--- src/rtl/core/vrm_pkg.sv ---
// ----------------------------------------------------------------------------
// vrm_pkg: shared types and constants for the voxel ray march
// Holds the item codes, the controller states, the command and status
// bundles between controller and datapath, and the fixed-point helpers.
// ----------------------------------------------------------------------------
package vrm_pkg;

  // default sizes
  localparam int GRID_SIZE_DEF = 32;
  localparam int TILE_BITS_DEF = 8;
  localparam int MAX_STEPS_DEF = 256;

  // configuration port
  localparam int CFG_IDX_W  = 1;
  localparam int CFG_DATA_W = 16;
  localparam logic [CFG_IDX_W-1:0] REG_RAY_LENGTH = 1'b0;
  localparam logic [CFG_IDX_W-1:0] REG_STEP_SIZE  = 1'b1;
  localparam logic [15:0] RAY_LENGTH_RST = 16'd4096;  // 16.0
  localparam logic [15:0] STEP_SIZE_RST  = 16'd128;   // 0.5

  // sample arithmetic: origin Q8.8 scaled by 2^14, plus i (Q8.8) * dir (Q2.14)
  localparam int ACC_W      = 34;
  localparam int FRAC_SHIFT = 22;
  localparam int CELL_W     = 12;
  localparam int FOUND_W    = 10;

  typedef enum logic [1:0] {
    KIND_WRITE = 2'd0,
    KIND_FIRST = 2'd1,
    KIND_AIR   = 2'd2,
    KIND_RSVD  = 2'd3
  } kind_t;

  typedef enum logic [1:0] {
    STAT_DONE   = 2'd0,
    STAT_MISS   = 2'd1,
    STAT_REJECT = 2'd2
  } stat_t;

  typedef enum logic [2:0] {
    ST_CLEAR,
    ST_IDLE,
    ST_EXEC,
    ST_MARCH,
    ST_DONE
  } state_t;

  typedef struct packed {
    logic clear;   // write one zero entry of the store
    logic load;    // take the input item
    logic exec;    // perform write, or set up a cast
    logic march;   // one sample step
    logic finish;  // load the result register
  } cmd_t;

  typedef struct packed {
    logic clear_last;
    logic lat_cast;
    logic march_done;
    logic out_free;
  } sts_t;

  // truncate a Q.22 position toward zero to a signed cell index
  function automatic logic signed [CELL_W-1:0] trunc_cell(input logic signed [ACC_W-1:0] s);
    logic [ACC_W-1:0]  mag;
    logic [CELL_W-1:0] m;
    mag = s[ACC_W-1] ? ACC_W'(-s) : ACC_W'(s);
    m   = mag[FRAC_SHIFT +: CELL_W];
    return s[ACC_W-1] ? CELL_W'(-m) : m;
  endfunction

  // clamp a cell index to the reported range
  function automatic logic signed [FOUND_W-1:0] sat_cell(input logic signed [CELL_W-1:0] c);
    logic signed [FOUND_W-1:0] r;
    if (c > $signed(CELL_W'(511))) begin
      r = FOUND_W'(511);
    end else if (c < $signed(-CELL_W'(512))) begin
      r = FOUND_W'(-512);
    end else begin
      r = c[FOUND_W-1:0];
    end
    return r;
  endfunction

endpackage

--- src/rtl/core/vrm_ctrl.sv ---
// ----------------------------------------------------------------------------
// vrm_ctrl: sequencer for the voxel ray march
// Clears the store after reset, then runs one item at a time.
// ----------------------------------------------------------------------------
module vrm_ctrl (
  input  logic          clk,
  input  logic          rst,
  input  logic          in_valid,
  output logic          in_ready,
  input  vrm_pkg::sts_t sts,
  output vrm_pkg::cmd_t cmd
);

  import vrm_pkg::*;

  state_t state, state_next;

  always_ff @(posedge clk) begin
    if (rst) begin
      state <= ST_CLEAR;
    end else begin
      state <= state_next;
    end
  end

  always_comb begin
    state_next = state;
    case (state)
      ST_CLEAR: if (sts.clear_last) state_next = ST_IDLE;
      ST_IDLE:  if (in_valid) state_next = ST_EXEC;
      ST_EXEC:  state_next = sts.lat_cast ? ST_MARCH : ST_DONE;
      ST_MARCH: if (sts.march_done) state_next = ST_DONE;
      ST_DONE:  if (sts.out_free) state_next = ST_IDLE;
      default:  state_next = ST_CLEAR;
    endcase
  end

  always_comb begin
    cmd      = '0;
    in_ready = 1'b0;
    case (state)
      ST_CLEAR: cmd.clear = 1'b1;
      ST_IDLE: begin
        in_ready = 1'b1;
        cmd.load = in_valid;
      end
      ST_EXEC:  cmd.exec = 1'b1;
      ST_MARCH: cmd.march = 1'b1;
      ST_DONE:  cmd.finish = sts.out_free;
      default:  cmd = '0;
    endcase
  end

endmodule

--- config.mk ---
export PLATFORM = sky130hd
export DESIGN_NAME = vrm_ctrl
export DESIGN_NICKNAME = d
export VERILOG_FILES = /design/src/rtl/core/vrm_pkg.sv /design/src/rtl/core/vrm_ctrl.sv
export SDC_FILE = /design/constraint.sdc
export NUM_CORES = 1
export LEC_CHECK = 0
export ABC_AREA = 1
export BUFFER_PORTS_ARGS = -buffer_cell sky130_fd_sc_hd__buf_4
export CELL_PAD_IN_SITES_DETAIL_PLACEMENT = 0
export CELL_PAD_IN_SITES_GLOBAL_PLACEMENT = 2
export CORE_MARGIN = 2
export CORE_UTILIZATION = 21
export DETAILED_ROUTE_END_ITERATION = 7
export GPL_TIMING_DRIVEN = 1
export PLACE_DENSITY_LB_ADDON = 0.05
export RECOVER_POWER = 50
export SLEW_MARGIN = 15
export SYNTH_ARGS = -nofsm -noshare
export SYNTH_HDL_FRONTEND = slang
export SYNTH_SLANG_ARGS = --single-unit
--- constraint.sdc ---
create_clock -name clk -period 1.4 [get_ports clk]
set_input_delay 0.14 -clock clk [delete_from_list [all_inputs] [get_ports clk]]
set_output_delay 0.14 -clock clk [all_outputs]
set_load 0.01 [all_outputs]
# Word-level counts from Yosys, hierarchy flattened
# Index checks and enable logic that the tools add are counted.
[totals]
reg_bits = 3
latchBits = 0
mem_bits_rw = 0
romBits = 0
out_inout_bits = 6
word_cells = 23
mem_count = 0
[op_classes]
add_sub_neg = 0
mul = 0
div = 0
n_lt_le_gt_ge = 0
eq_ne = 8
shifts = 0
n_mux = 12
n_bitwise = 0
n_reduce_logical = 2
[ops]
columns = ["cell", "n"]
rows = [
  ["$mux 3", 5],
  ["$pmux 3 s5", 1],
  ["$ne 2x2->1 const B", 4],
  ["$eq 3x2->1 const B", 2],
  ["$mux 1", 6],
  ["$reduce_and 4->1", 1],
  ["$eq 3x1->1 const B", 1],
  ["$eq 3x3->1 const B", 1],
  ["$logic_not 3->1", 1],
]

# Longest topological paths before layout
[logic_depth]
depth_word = 3
depth_mapped = 9
ltp_nobuf = 8

# Worst setup path after synthesis
# No wires, ideal clock.
[synth_path]
path_kind = "flip-flop to output port"
startpoint = "register state[0]"
endpoint = "output port cmd[3] (netlist bit)"
t_arrival_ps = 923
path_slack_ps = 337
stages_incl_launch_ff = 4
path_buffers = 1
cell_sequence = "dfxtp_1 buf_4 inv_1 nor4_1"
[synth_lines]
columns = ["item", "line", "source"]
rows = [
  ["from (decl)", "vrm_ctrl.sv:16", "state_t state, state_next;"],
  ["from (signal assigned)", "vrm_ctrl.sv:22", "state <= state_next;"],
  ["to (decl)", "vrm_ctrl.sv:11", "output vrm_pkg::cmd_t cmd"],
]

==> impl_metrics.csv <==
group,metric,value,unit
outcome,outcome,"finished, final reports clean",
placement,place_area,399.1,sq um
power_and_ir_drop,power.total,792.4,uW
clocking,clkSlewWorstSetupHoldPaths,0.04,ns
clocking,clkLatencyLatePin,0.23,ns
worst_setup_path,cp_slowest_cell,"dfxtp_4",
global_route,grt_pass1_vias,321,
clocking,hold_buffers,0,
route,vias,323,
floorplanning,die_w,42.98,microns
clocking,htreeDepth,1,
cells_and_area,final_area,421.7,sq um
worst_setup_path,slowest_delay,0.41,ns
floorplanning,core-area,1471,sq um
global_route,grt_pass1_wl,1.324,mm
worst_setup_path,arrival,1.14,ns
worst_setup_path,cp_data_required_time,1.26,ns
yosys,syn_inst,49,
global_route,gr-total-overflow,0,
power_and_ir_drop,seqPwrFrac,28.1,%
min_path,hold_end,"state[1]$_SDFFE_PP0P_",
sta,max_freq,780.2,MHz
yosys,syn_area,319.1,sq um
sta,period_share,91.56,%
cells_and_area,largest_reg_flops,3,
route,routedWlPerCell,9.256,microns
clocking,clockRootBuffer,"clkbuf_4",
global_route,track_usage,9.826,%
power_and_ir_drop,switching_share,46.18,%
yosys,yosys.cell_types.count,15,
worst_setup_path,criticalPathCategory,"reg2out",
sta,skew,0.0008092,ns
sta,tns,0,ns
min_path,min_path_cells,4,
floorplanning,die_area,1847,sq um
power_and_ir_drop,power_density,1879,nW/um^2
route,drc_errors,0,
worst_setup_path,cp-end-kind,"output pin",
cells_and_area,layout-drive-gt1-share,48.39,%
global_route,antenna_found_initial,0,
route,ant_nets,0,
sta,period_minus_slack,1.282,ns
route,viasPerCell,4.141,
flow_run,maxCapViolations,0,
cells_and_area,final_nets,70,
placement,port_buffers,12,
cells_and_area,reg_top3,"state: 3 flops",
sta,max_slew_margin,83.19,%
route,drt-initial-drc-count,2,
sta,timing.hold.ws,0.1721,ns
clocking,cts_setup_buffers,0,
yosys,avgSynthCellArea,6.511,sq um
clocking,cts_resized,2,
sta,tightest_slew,0.2499,ns
power_and_ir_drop,p_int,426.4,uW
power_and_ir_drop,leakagePower,0.0002248,uW
clocking,clockBufferDepth,2,
min_path,hold_class,"in2reg",
worst_setup_path,crit_chain,"inv_1 -> nor4_1 -> buf_4",
power_and_ir_drop,power_switching,366.0,uW
placement,place_hpwl,578.7,microns
power_and_ir_drop,vdd_ir_drop_max,0.5704,mV
global_route,grt_max_degree,10,
worst_setup_path,regToRegStartpoint,"state[1]$_SDFFE_PP0P_",
worst_setup_path,worstSetupStartpointType,"flip-flop",
power_and_ir_drop,clkPwrFrac,19.6,%
cells_and_area,largest-register,"state",
worst_setup_path,crit_start,"state[2]$_SDFFE_PP0P_",
cells_and_area,n_antenna_cell,0,
sta,hold_violations,0,
sta,setup_slack,0.1182,ns
clocking,cts_tree,"yes",
floorplanning,io_pins,13,
yosys,synth_nets,56,
route,wl,722,microns
cells_and_area,syn2layout_area_growth,32.16,%
floorplanning,rows,14,
min_path,hold_start,"rst",
yosys,ys_ff_latch,3,
floorplanning,start_util,21.68,%
power_and_ir_drop,comb_power_share,52.3,%
sta,final_max_slew_viol_count,0,
clocking,cts.sinks,3,
yosys,ys_warn_count,0,
sta,setup_viol_count_final,0,
yosys,seq_area_frac_synth,18.82,%
worst_setup_path,cp_max_fo,9,
floorplanning,fp.dieH,42.98,microns
worst_setup_path,r2r_end,"state[2]$_SDFFE_PP0P_",
worst_setup_path,r2r_setup_slack,0.23,ns
placement,globalplace.congestion,0.7108,
clocking,cts_buffers,3,
worst_setup_path,reg2reg_depth,7,
sta,rsz0062_at_grt,"false",
placement,dp_worst_setup_slack,0.06436,ns
route,first_pass_iters,3,
## stage by stage
| step | utilization (%) | instances |
|---|---|---|
| finish | 28.66 | 78 |
| global placement | 27.13 | 74 |
| detailed placement | 27.13 | 74 |
| global route | 28.66 | 78 |
| CTS | 29.08 | 78 |
| floorplan | - | 49 |
## final cells by class
class                           instances  area [sq um]
Fill cell                             182          1050
Multi-Input combinational cell         33         178.9
Timing Repair Buffer                   12         90.09
Sequential cell                         3         68.82
Inverter                               10         37.54
Clock buffer                            4         26.28
Tap cell                               16         20.02
## per-layer routing
metal	wire, microns	vias up	GRT usage [%]
met5	0	-	0
met4	0	0	7.273
met3	42	0	2.553
met2	360	11	15.76
met1	320	140	11.03
li1	-	172	-
## synth_stat cells
cell | n | area (sq um)
o21ai_0 | 1 | 5.000
inv_2 | 1 | 3.750
nand3_1 | 3 | 15.01
nand2_1 | 7 | 26.28
nor2_4 | 4 | 45.04
dfxtp_1 | 3 | 60.06
nor3_1 | 1 | 5.000
nor2_2 | 4 | 25.02
nand2_2 | 4 | 25.02
nor2_1 | 6 | 22.52
inv_1 | 9 | 33.78
buf_4 | 1 | 7.510
buf_6 | 2 | 22.52
nor3_2 | 1 | 10.01
nor4_1 | 2 | 12.51
## worst max-delay path: cells and delay by family, from the launching register on
kind / cells / cell delay (ns)
flops: 1 / 0.41
simple gates: 1 / 0.25
buf+inv: 2 / 0.24
## placed cells by master, fill, tap and decap left out, drive strengths merged
master,Yosys,final
inv,10,10
nor2,14,14
nor4,2,2
nor3,2,2
clkbuf,0,4
o21ai,1,1
buf,3,12
dfxtp,3,3
nand2,11,11
nand3,3,3
## logic make-up after synthesis
kind of cell           after synthesis  synth area share [%]
buffers and inverters               13                 21.17
AND/OR/NAND/NOR                     32                 58.43
flip-flops                           3                 18.82
AO/OA/AOI/OAI                        1                 1.567
## how the worst max path moves through the flow
stage                                       end  slack (ns)  cells after the start
after floorplan                          cmd[3]        0.34                      3
after global placement    state[2]$_SDFFE_PP0P_         0.1                      7
after detailed placement  state[2]$_SDFFE_PP0P_        0.06                      7
after CTS                                cmd[2]        0.01                      5
after global routing                     cmd[0]        0.03                      3
final                                    cmd[0]        0.12                      3
## power by group through the flow
stage | sequential (uW) | clock, uW | combinational (uW)
2_1_floorplan | 126 | 0 | 431
3_3_place_gp | 216 | 0 | 441
3_5_place_dp | 216 | 0 | 445
4_1_cts | 219 | 165 | 447
5_1_grt | 233 | 177 | 473
6_report | 223 | 155 | 414
Power figures use the tool's default switching activity.
